[config.mk]
export PLATFORM = sky130hd
export DESIGN_NAME = lfu_cache_policy_unit
export DESIGN_NICKNAME = d
export VERILOG_FILES = /design/src/rtl/core/lfu_pkg.sv /design/src/rtl/core/lfu_cache_policy_unit.sv
export SDC_FILE = /design/constraint.sdc
export NUM_CORES = 2
export LEC_CHECK = 0
export ABC_CLOCK_PERIOD_IN_PS = 11700
export BUFFER_PORTS_ARGS = -buffer_cell sky130_fd_sc_hd__buf_2
export CORE_UTILIZATION = 39
export CTS_CLUSTER_DIAMETER = 40
export DETAILED_ROUTE_END_ITERATION = 16
export PLACE_DENSITY = 0.62
export SLEW_MARGIN = 20
export SYNTH_ARGS = -nofsm -noshare
export SYNTH_HDL_FRONTEND = slang
export SYNTH_SLANG_ARGS = --single-unit
[constraint.sdc]
create_clock -name clk -period 11.7 [get_ports clk]
set_clock_uncertainty 0.15 [all_clocks]
set_input_delay 0.585 -clock clk [delete_from_list [all_inputs] [get_ports clk]]
set_output_delay 0.585 -clock clk [all_outputs]
set_load 0.03 [all_outputs]
[src/rtl/core/lfu_pkg.sv]
package lfu_pkg;

	localparam int WORD_W  = 32;
	localparam int CLOCK_W = 48;
	localparam int CFG_W   = 5;

	typedef logic signed [WORD_W-1:0] word_t;
	typedef logic [CLOCK_W-1:0]       stamp_t;
	typedef logic [CFG_W-1:0]         cfg_t;

	// operation codes
	localparam logic CMD_GET = 1'b0;
	localparam logic CMD_PUT = 1'b1;

	localparam word_t MISS_VALUE = -32'sd1;
	localparam cfg_t  CAP_RESET  = 5'd16;

	typedef enum logic [4:0] {
		ST_IDLE   = 5'b00001,
		ST_SCAN   = 5'b00010,
		ST_DECIDE = 5'b00100,
		ST_LOAD   = 5'b01000,
		ST_RESP   = 5'b10000
	} state_t;

	typedef struct packed {
		logic  hit;
		word_t read_value;
		logic  evicted;
		word_t evicted_key;
	} result_t;

endpackage

[src/rtl/core/lfu_cache_policy_unit.sv]
// Steps: accept, scan of every entry, decide, data load (get hit only), respond. One item at a
// time: input is stalled until the response is loaded; the scan reads one
//   entry per cycle through the single read port of the entry table.
// Reset: valid bits, fill count and use clock cleared, capacity set to 16; entry
//   contents are not cleared and no clearing pass is run.
module lfu_cache_policy_unit #(
	parameter int ENTRIES    = 16,
	parameter int COUNT_BITS = 16
) (
	input  logic               clk,
	input  logic               arst_n,
	// config write
	input  logic               cfg_valid,
	output logic               cfg_ready,
	input  lfu_pkg::cfg_t      cfg_data,
	// request
	input  logic               in_valid,
	output logic               in_stall,
	input  logic               cmd,
	input  lfu_pkg::word_t     key,
	input  lfu_pkg::word_t     value,
	// response
	output logic               out_valid,
	input  logic               out_stall,
	output logic               hit,
	output lfu_pkg::word_t     read_value,
	output logic               evicted,
	output lfu_pkg::word_t     evicted_key
);
	import lfu_pkg::*;

	localparam int IDX_W = (ENTRIES > 1) ? $clog2(ENTRIES) : 1;
	localparam int CNT_W = $clog2(ENTRIES + 1);
	localparam int CMP_W = (CNT_W > CFG_W) ? CNT_W : CFG_W;

	typedef logic [IDX_W-1:0]      idx_t;
	typedef logic [COUNT_BITS-1:0] count_t;

	localparam logic [CNT_W-1:0] LAST_SCAN = CNT_W'(ENTRIES);
	localparam count_t           COUNT_MAX = '1;
	localparam count_t           COUNT_ONE = COUNT_BITS'(1);

	// entry table: key/count/stamp share one address, data is its own memory
	word_t  key_mem   [ENTRIES];
	count_t cnt_mem   [ENTRIES];
	stamp_t stamp_mem [ENTRIES];
	word_t  data_mem  [ENTRIES];

	state_t            state_q;
	cfg_t              capacity_q;
	logic [ENTRIES-1:0] valid_q;
	logic [CNT_W-1:0]  filled_q;
	stamp_t            use_clock_q;
	logic [CNT_W-1:0]  scan_idx_q;

	// latched request
	logic  cmd_q;
	word_t key_q;
	word_t value_q;

	// scan read pipeline
	logic   chk_s1;
	idx_t   chk_idx_s1;
	logic   chk_valid_s1;
	word_t  rd_key_s1;
	count_t rd_cnt_s1;
	stamp_t rd_stamp_s1;

	// scan findings
	logic   match_found_q;
	idx_t   match_idx_q;
	count_t match_cnt_q;
	logic   vic_found_q;
	idx_t   vic_idx_q;
	count_t vic_cnt_q;
	stamp_t vic_stamp_q;
	word_t  vic_key_q;
	logic   free_found_q;
	idx_t   free_idx_q;

	word_t   data_rd_q;
	result_t res_q;

	logic   in_acc;
	logic   out_free;
	logic   scan_issue;
	idx_t   scan_addr;
	logic   is_better;

	// decide-step actions
	logic   meta_we;
	idx_t   meta_addr;
	count_t meta_cnt;
	logic   data_we;
	logic   data_re;
	logic   full;
	logic   do_evict;
	logic   do_ins;
	idx_t   ins_idx;
	count_t cnt_inc;
	logic [ENTRIES-1:0] valid_d;

	assign cfg_ready = 1'b1;
	assign in_stall  = (state_q != ST_IDLE);
	assign in_acc    = in_valid && !in_stall;
	assign out_free  = !out_valid || !out_stall;

	assign scan_issue = (state_q == ST_SCAN) && (scan_idx_q != LAST_SCAN);
	assign scan_addr  = scan_idx_q[IDX_W-1:0];

	// lowest count first, older stamp on equal count; first index keeps ties
	assign is_better = !vic_found_q ||
		({rd_cnt_s1, rd_stamp_s1} < {vic_cnt_q, vic_stamp_q});

	// table counts as full once filled reaches min(capacity, ENTRIES)
	assign full = (CMP_W'(filled_q) >= CMP_W'(capacity_q)) || (filled_q == LAST_SCAN);
	assign cnt_inc = (match_cnt_q == COUNT_MAX) ? match_cnt_q : match_cnt_q + COUNT_ONE;

	always_comb begin
		meta_we   = 1'b0;
		meta_addr = match_idx_q;
		meta_cnt  = cnt_inc;
		data_we   = 1'b0;
		data_re   = 1'b0;
		do_evict  = 1'b0;
		do_ins    = 1'b0;
		ins_idx   = vic_idx_q;
		if (state_q == ST_DECIDE) begin
			if (cmd_q == CMD_GET) begin
				if (match_found_q) begin
					meta_we = 1'b1;
					data_re = 1'b1;
				end
			end else if (capacity_q != '0) begin
				if (match_found_q) begin
					meta_we = 1'b1;
					data_we = 1'b1;
				end else begin
					do_evict = full && vic_found_q;
					// freed victim or lower empty slot, whichever comes first
					if (free_found_q && (!do_evict || (free_idx_q < vic_idx_q))) begin
						ins_idx = free_idx_q;
					end
					do_ins    = free_found_q || do_evict;
					meta_we   = do_ins;
					data_we   = do_ins;
					meta_addr = ins_idx;
					meta_cnt  = COUNT_ONE;
				end
			end
		end
		// victim cleared first, new entry may land in the same slot
		valid_d = valid_q;
		if (do_evict) begin
			valid_d[vic_idx_q] = 1'b0;
		end
		if (do_ins) begin
			valid_d[ins_idx] = 1'b1;
		end
	end

	// entry table ports
	always_ff @(posedge clk) begin
		if (scan_issue) begin
			rd_key_s1   <= key_mem[scan_addr];
			rd_cnt_s1   <= cnt_mem[scan_addr];
			rd_stamp_s1 <= stamp_mem[scan_addr];
		end
		if (meta_we) begin
			key_mem[meta_addr]   <= key_q;
			cnt_mem[meta_addr]   <= meta_cnt;
			stamp_mem[meta_addr] <= use_clock_q;
		end
	end

	always_ff @(posedge clk) begin
		if (data_re) begin
			data_rd_q <= data_mem[match_idx_q];
		end
		if (data_we) begin
			data_mem[meta_addr] <= value_q;
		end
	end

	// control
	always_ff @(posedge clk or negedge arst_n) begin
		if (!arst_n) begin
			state_q       <= ST_IDLE;
			capacity_q    <= CAP_RESET;
			valid_q       <= '0;
			filled_q      <= '0;
			use_clock_q   <= '0;
			scan_idx_q    <= '0;
			chk_s1        <= 1'b0;
			match_found_q <= 1'b0;
			vic_found_q   <= 1'b0;
			free_found_q  <= 1'b0;
			out_valid     <= 1'b0;
		end else begin
			if (cfg_valid && cfg_ready) begin
				capacity_q <= cfg_data;
			end
			chk_s1 <= scan_issue;
			if (scan_issue) begin
				scan_idx_q <= scan_idx_q + 1'b1;
			end
			if (chk_s1) begin
				if (chk_valid_s1 && !match_found_q && (rd_key_s1 == key_q)) begin
					match_found_q <= 1'b1;
				end
				if (chk_valid_s1 && is_better) begin
					vic_found_q <= 1'b1;
				end
				if (!chk_valid_s1 && !free_found_q) begin
					free_found_q <= 1'b1;
				end
			end
			if (meta_we) begin
				use_clock_q <= use_clock_q + 1'b1;
			end
			valid_q <= valid_d;
			if (do_ins && !do_evict) begin
				filled_q <= filled_q + 1'b1;
			end
			if ((state_q == ST_RESP) && out_free) begin
				out_valid <= 1'b1;
			end else if (out_valid && !out_stall) begin
				out_valid <= 1'b0;
			end

			case (state_q)
				ST_IDLE: begin
					if (in_acc) begin
						scan_idx_q    <= '0;
						match_found_q <= 1'b0;
						vic_found_q   <= 1'b0;
						free_found_q  <= 1'b0;
						state_q       <= ST_SCAN;
					end
				end
				ST_SCAN: begin
					// last entry is checked at this edge
					if ((scan_idx_q == LAST_SCAN) && chk_s1) begin
						state_q <= ST_DECIDE;
					end
				end
				ST_DECIDE: begin
					state_q <= data_re ? ST_LOAD : ST_RESP;
				end
				ST_LOAD: begin
					state_q <= ST_RESP;
				end
				ST_RESP: begin
					if (out_free) begin
						state_q <= ST_IDLE;
					end
				end
				default: begin
					state_q <= ST_IDLE;
				end
			endcase
		end
	end

	// payload registers
	always_ff @(posedge clk) begin
		if (in_acc) begin
			cmd_q   <= cmd;
			key_q   <= key;
			value_q <= value;
		end
		if (scan_issue) begin
			chk_idx_s1   <= scan_addr;
			chk_valid_s1 <= valid_q[scan_addr];
		end
		if (chk_s1) begin
			if (chk_valid_s1 && !match_found_q && (rd_key_s1 == key_q)) begin
				match_idx_q <= chk_idx_s1;
				match_cnt_q <= rd_cnt_s1;
			end
			if (chk_valid_s1 && is_better) begin
				vic_idx_q   <= chk_idx_s1;
				vic_cnt_q   <= rd_cnt_s1;
				vic_stamp_q <= rd_stamp_s1;
				vic_key_q   <= rd_key_s1;
			end
			if (!chk_valid_s1 && !free_found_q) begin
				free_idx_q <= chk_idx_s1;
			end
		end
		if (state_q == ST_DECIDE) begin
			res_q.hit         <= match_found_q && ((cmd_q == CMD_GET) || (capacity_q != '0));
			res_q.read_value  <= (cmd_q == CMD_GET) ? MISS_VALUE : '0;
			res_q.evicted     <= do_evict;
			res_q.evicted_key <= do_evict ? vic_key_q : '0;
		end
		if (state_q == ST_LOAD) begin
			res_q.read_value <= data_rd_q;
		end
		if ((state_q == ST_RESP) && out_free) begin
			hit         <= res_q.hit;
			read_value  <= res_q.read_value;
			evicted     <= res_q.evicted;
			evicted_key <= res_q.evicted_key;
		end
	end

`ifndef SYNTH
	a_fill_matches_valid: assert property (@(posedge clk) disable iff (!arst_n)
		filled_q == CNT_W'($countones(valid_q)))
		else $error("fill count differs from number of valid entries");

	a_accept_starts_scan: assert property (@(posedge clk) disable iff (!arst_n)
		in_acc |=> (state_q == ST_SCAN) && (scan_idx_q == '0))
		else $error("accepted item did not start a scan");

	a_evict_not_hit: assert property (@(posedge clk) disable iff (!arst_n)
		(state_q == ST_DECIDE) && do_evict |-> !match_found_q && (cmd_q == CMD_PUT))
		else $error("eviction on a hit or a get");

	a_evict_only_full: assert property (@(posedge clk) disable iff (!arst_n)
		do_evict |-> full && (filled_q != '0))
		else $error("eviction while table has room");

	a_resp_loads_output: assert property (@(posedge clk) disable iff (!arst_n)
		(state_q == ST_RESP) && out_free |=> out_valid && (state_q == ST_IDLE))
		else $error("response not presented");
`endif

endmodule
# Yosys cells after proc, flatten, opt, wreduce, memory -nomap -nowiden
# Memory sizes are Yosys's and may differ from the RTL's. A register that Yosys moved wholly into a read port is not among the register bits.
# Index checks and enable logic that the tools add are counted.
dict set report totals {
  reg_bits 415
  n_memories 4
  elab_cells 171
  ramBits 2048
  output_inout_bits 69
  input_bits 75
}
dict set report classes {
  eq_ne 14
  order_cmp 8
  n_addsub 4
  n_mux 69
  n_reduce_logical 37
  bitwise_logic 4
}
# memory words width read_ports rd_clocked_by_memory_dff wr line_no
set mem_list {}
lappend mem_list {stamp_mem 16 48 1 1 1 lfu_cache_policy_unit.sv:46} ;# stamp_t stamp_mem [ENTRIES];
lappend mem_list {data_mem 16 32 1 1 1 lfu_cache_policy_unit.sv:47} ;# word_t data_mem [ENTRIES];
lappend mem_list {key_mem 16 32 1 1 1 lfu_cache_policy_unit.sv:44} ;# word_t key_mem [ENTRIES];
lappend mem_list {cnt_mem 16 16 1 1 1 lfu_cache_policy_unit.sv:45} ;# count_t cnt_mem [ENTRIES];
# op n
set op_table {}
lappend op_table {{$mux 16} 7}
lappend op_table {{$mux 32} 3}
lappend op_table {{$mux 65} 1}
lappend op_table {{$lt 64x64->1} 1}
lappend op_table {{$add 48x1->48 const B} 1}
lappend op_table {{$mux 1} 38}
lappend op_table {{$mux 4} 9}
lappend op_table {{$mux 5} 7}
lappend op_table {{$eq 32x32->1} 1}
lappend op_table {{$pmux 5 s5} 1}
lappend op_table {{$add 16x1->16 const B} 1}
lappend op_table {{$and 16x16->16} 1}
lappend op_table {{$eq 16x16->1 const B} 1}
lappend op_table {{$not 16->16} 1}
lappend op_table {{$or 16x16->16} 1}
lappend op_table {{$eq 5x5->1 const B} 3}
lappend op_table {{$logic_and 1x1->1} 15}
lappend op_table {{$lt 4x5->1 const B} 3}
lappend op_table {{$add 5x1->5 const B} 2}
lappend op_table {{$logic_not 1->1} 9}
lappend op_table {{$demux 1 s4} 2}
lappend op_table {{$ge 4x1->1 const B} 2}
lappend op_table {{$logic_or 1x1->1} 6}
lappend op_table {{$reduce_and 2->1} 3}
lappend op_table {{15 further kinds} 17}

# Longest topological paths before layout
dict set report logic_depth {
  ltp_word 17
  mapped_depth 11
  mapped_depth_nobuf 10
}

# Least setup slack after synthesis
# No wires, ideal clock.
dict set report synth_timing {
  path_type {reg-to-reg}
  start {register vic_idx_q[1]}
  end {memory cnt_mem[0][0] in the netlist's numbering (enable)}
  arrival_time_ps 9460
  stages_incl_launch_ff 10
  setup_time_ps 689
  required_time_ps 10861
  slack_ps 1401
  period_less_slack_ps 10299
  path_buffers 1
  path_cell_list {edfxtp_1 clkbuf_1 inv_1 ha_1 a2111oi_1 nor2_1 a31o_2 o21a_1 a211oi_1 nor3b_1}
}
dict set report synth_via {
  elab_chain_len 8
}
# element line_no
set synth_rtl {}
lappend synth_rtl {{start: declaration} lfu_cache_policy_unit.sv:74} ;# idx_t vic_idx_q;
lappend synth_rtl {{start signal: assignment} lfu_cache_policy_unit.sv:282} ;# vic_idx_q <= chk_idx_s1;
lappend synth_rtl {{$lt 4x4->1} lfu_cache_policy_unit.sv:141} ;# if (free_found_q && (!do_evict || (free_idx_q < vic_idx_q))) begin
lappend synth_rtl {{$logic_or 1x1->1} lfu_cache_policy_unit.sv:141}
lappend synth_rtl {{$logic_and 1x1->1} lfu_cache_policy_unit.sv:141}
lappend synth_rtl {{$mux 4 *} lfu_cache_policy_unit.sv:141}
lappend synth_rtl {{$mux 4 *} lfu_cache_policy_unit.sv:135} ;# if (match_found_q) begin
lappend synth_rtl {{$mux 4 *} lfu_cache_policy_unit.sv:134} ;# end else if (capacity_q != '0) begin
lappend synth_rtl {{$mux 4 *} lfu_cache_policy_unit.sv:129} ;# if (cmd_q == CMD_GET) begin
lappend synth_rtl {{$mux 4 *} lfu_cache_policy_unit.sv:128} ;# if (state_q == ST_DECIDE) begin
lappend synth_rtl {{end: declaration} lfu_cache_policy_unit.sv:45}
# Every way passes the cells marked *; elsewhere a longest branch is shown, timed or not.

# Worst setup path in the final report
dict set report layout_timing {
  start {register capacity_q[4]}
  end {memory key_mem[10][22] in the netlist's numbering (enable)}
}
dict set report layout_via {
  elab_chain_len 11
  word_cells_on_any_way 19
  cone_classes {order compare: 1; mux: 11; reduce/logical: 7}
}
# element line_no
set layout_rtl {}
lappend layout_rtl {{start: declaration} lfu_cache_policy_unit.sv:50} ;# cfg_t capacity_q;
lappend layout_rtl {{start signal: assignment} lfu_cache_policy_unit.sv:201} ;# capacity_q <= cfg_data;
lappend layout_rtl {{$ge 5x5->1} lfu_cache_policy_unit.sv:116} ;# assign full = (CMP_W'(filled_q) >= CMP_W'(capacity_q)) || (filled_q == LAST_SCAN);
lappend layout_rtl {{$logic_or 1x1->1} lfu_cache_policy_unit.sv:116}
lappend layout_rtl {{$logic_and 1x1->1} lfu_cache_policy_unit.sv:139} ;# do_evict = full && vic_found_q;
lappend layout_rtl {{$logic_not 1->1} lfu_cache_policy_unit.sv:141}
lappend layout_rtl {{$logic_or 1x1->1} lfu_cache_policy_unit.sv:141}
lappend layout_rtl {{$logic_and 1x1->1} lfu_cache_policy_unit.sv:141}
lappend layout_rtl {{$mux 4} lfu_cache_policy_unit.sv:141}
lappend layout_rtl {{$mux 4} lfu_cache_policy_unit.sv:135}
lappend layout_rtl {{$mux 4} lfu_cache_policy_unit.sv:134}
lappend layout_rtl {{$mux 4} lfu_cache_policy_unit.sv:129}
lappend layout_rtl {{$mux 4} lfu_cache_policy_unit.sv:128}
lappend layout_rtl {{end: declaration} lfu_cache_policy_unit.sv:44}
# Parallel ways exist; a longest one is shown, timed or not.

==> flow_summary.ini <==
[status]
outcome = finished, final reports clean

[yosys]
synthXorXnorAreaFrac = 0.00886
synth-warning-count = 0
ys_seq_elements = 2591
syn_nets = 4359
synth_fa_ha_area_frac = 0.00984
async_flop_share = 0.0343
synth.area.mux_share = 0.149
syn_area_per_cell_um2 = 23.3
synth-main-ff-cell = edfxtp_1
postSynthCellCount = 4207
syn_area_mm2 = 0.0979
synth_compound_area_frac = 0.0123
synth-simple-area-share = 0.0192
synth_edf_count = 2502
synth_top_family_by_area = multiplexers
yosysSeqAreaShare = 0.790
ys_types = 74

[hold_path]
min_path_cells = 2
hp-class = in -> reg

[cts]
hold_buffers = 76
cts_tree = done
cts_resized = 0
cts_num_sinks = 2591
ctsHtreeMaxLevel = 5
root_buffer = clkbuf_16
cts_buffer_depth = 4
cts_buffers = 351
postCtsSetupBuffers = 0
clk_pin_slew_ns = 0.06
worstSkewPairLatency_ns = 0.98

[global_routing]
antenna_found_initial = 8
grt_pass1_wl_um = 332000
grt_usage = 0.180
gr-total-overflow = 0
grt_max_degree = 133
first_global_vias = 47700

[sta]
min_period_ns = 5.86
hold_violations = 0
slew_violations = 0
clock.fmax_ghz = 0.171
tns_ns = 0
worstMarginPinSlew_ns = 1.10
maxSlewHeadroom = 0.263
period_share = 0.501
rsz0062_at_grt = false
setup-violations-final = 0

[critical_path]
cp-start-kind = register
endpoint = key_mem[10][22]$_DFFE_PP_
critPathMaxStageDelay_ns = 0.88
path_common_cell = buf_4
cp-startpoint = capacity_q[4]$_DFFE_PN1P_
reg2reg_to = key_mem[10][22]$_DFFE_PP_
rrSetupSlack_ns = 5.84
worstSetupEndpointType = register
cp_max_fo = 47
slowest_stage = buf_4
crit_cells = 12
reg2reg_depth = 12
critPathBufInv = 4
worstSetupPathType = reg -> reg
r2r-start = capacity_q[4]$_DFFE_PN1P_
arrival_ns = 6.20
worstPathRequired_ns = 12.03
path_cells = inv_1 -> ha_1 -> a21o_1 -> o21ai_0 -> o21ai_4 -> buf_4 -> a211oi_1 -> o21ai_1 -> a211o_1 -> nor2_4 -> buf_4 -> buf_4
path_delay_family = buffers and inverters

[power]
pwr_density_cell_mw_per_mm2 = 206
leakage_nw = 35.2
power_mw = 23.9
irDropWorstVdd_v = 0.000184

[placement]
dp.cells = 7593
dpl.hpwl_um = 117000
port-buffer-count = 142
gp_congestion = 0.775

[detailed_routing]
wirelength_um = 227000
num_vias = 45800
antenna_left = 0
vias_per_cell = 5.52
route.detailed.drc = 0
dr.first_iter.drc_count = 4785
wl_per_cell_um = 27.3
drt_pass1_iterations = 7

[finish]
multi_input_area_mm2 = 0.0199
nFillCells = 20400
layout-drive-gt1-share = 0.305
layout.cells.non_filler = 8297
ff_latch_area_mm2 = 0.0774
nets = 4845
syn_to_final_growth_pct = 18.1
final_util = 0.464

[floorplan]
ios = 144
die-area_mm2 = 0.253
rows = 183
die_x_um = 503
start_util = 0.393
die_h_um = 503
fp.coreArea_mm2 = 0.249

[job]
cap_violations = 0
cells in the final DEF (no fill, tap or decap), types with 32 or more instances in the layout:
master	Yosys	routed
a21o_1	41	41
and3_1	46	46
buf_2	1	141
buf_4	1	80
bufinv_16	0	35
clkbuf_1	125	36
clkbuf_16	0	354
clkinv_1	1	32
clkinv_2	0	37
clkinvlp_4	0	45
dfrtp_1	87	83
dlygate4sd3_1	0	76
edfxtp_1	2502	2502
ha_1	77	77
inv_1	83	82
inv_6	0	43
mux4_2	645	645
nand2_1	62	62
nand3_1	35	35
nand4_1	45	45
nor2_1	70	46
o21ai_0	47	47
xnor2_1	72	72
cell families (layout without fill, tap and decap cells):
| logic type | after synthesis | in the layout |
|---|---|---|
| XOR/XNOR | 99 | 99 |
| multiplexers | 653 | 653 |
| flip-flops | 2591 | 2591 |
| buffers and inverters | 262 | 1018 |
| other | 1 | 5 |
| AO/OA/AOI/OAI | 177 | 177 |
| adder cells (fa/ha/maj) | 77 | 77 |
| AND/OR/NAND/NOR | 347 | 347 |
registers in the layout, indices dropped and copies added (netlist names), 16 cells and up:
register / flops
cnt_mem: 256
data_mem: 512
data_rd_q: 32
evicted_key: 32
key_mem: 512
key_q: 32
match_cnt_q: 16
rd_cnt_s1: 16
rd_key_s1: 32
rd_stamp_s1: 48
read_value: 32
res_q: 66
stamp_mem: 768
use_clock_q: 48
valid_q: 16
value_q: 32
vic_cnt_q: 16
vic_key_q: 32
vic_stamp_q: 48
cell type report:
type	instances	area share
antenna	4	0.0000866
clock buffer	392	0.0780
clock inverter	231	0.0218
inverter	84	0.00273
multi-input combinational	1354	0.172
sequential	2591	0.669
tap	3330	0.0360
timing repair buffer	311	0.0203
routing by layer:
layer  GRT usage  up-vias  wire, um
met4      0.0524        0      5310
met5           0        -         0
li1            -    18800         -
met2       0.293     1769    111000
met1       0.250    24800     94900
met3      0.0319      339     15100
worst min path at each step:
stage                                       start                        end  slack (ns)
after detailed placement  res_q[16]$_SDFFCE_PP0N_  evicted_key[16]$_DFFE_PP_        0.25
final                                     key[15]        key_q[15]$_DFFE_PP_        0.16
after global placement        res_q[46]$_DFFE_PN_   read_value[13]$_DFFE_PP_        0.25
after floorplan                            arst_n  capacity_q[0]$_DFFE_PN0P_        0.14
after global routing                      key[15]        key_q[15]$_DFFE_PP_        0.12
after CTS                                 key[15]        key_q[15]$_DFFE_PP_        0.09
worst reg2reg max path, stage by stage, from the launching register on:
cell and delay (ns):
dfstp_2 0.52, inv_1 0.06, ha_1 0.31, a21o_1 0.18, o21ai_0 0.45, o21ai_4 0.09
buf_4 0.31, a211oi_1 0.38, o21ai_1 0.26, a211o_1 0.46, nor2_4 0.58, buf_4 0.76
buf_4 0.89
synthesized netlist by cell type (26+ instances only):
cell type | n | area [um^2]
a21o_1 | 41 | 308
a21oi_1 | 26 | 130
and3_1 | 46 | 288
buf_1 | 50 | 188
clkbuf_1 | 125 | 469
dfrtp_1 | 87 | 2180
edfxtp_1 | 2502 | 75100
ha_1 | 77 | 963
inv_1 | 83 | 312
mux4_2 | 645 | 14500
nand2_1 | 62 | 233
nand3_1 | 35 | 175
nand4_1 | 45 | 282
nor2_1 | 70 | 263
o21ai_0 | 47 | 235
xnor2_1 | 72 | 631
xor2_1 | 27 | 236
per-stage QoR:
stage	hold WS, ns	worst slack [ns]	area, um^2
6_report	0.160	5.84	116000
5_1_grt	0.123	5.53	116000
4_1_cts	0.0934	5.75	116000
3_5_place_dp	0.255	5.77	103000
3_3_place_gp	0.251	5.86	103000
2_1_floorplan	0.139	1.40	97900
report_power, final:
group | internal [mW] | switching [mW] | total (mW)
Clock | 6.39 | 4.04 | 10.4
Combinational | 1.11 | 1.34 | 2.45
Sequential | 10.6 | 0.373 | 11.0
(Power assumes the default switching activity.)
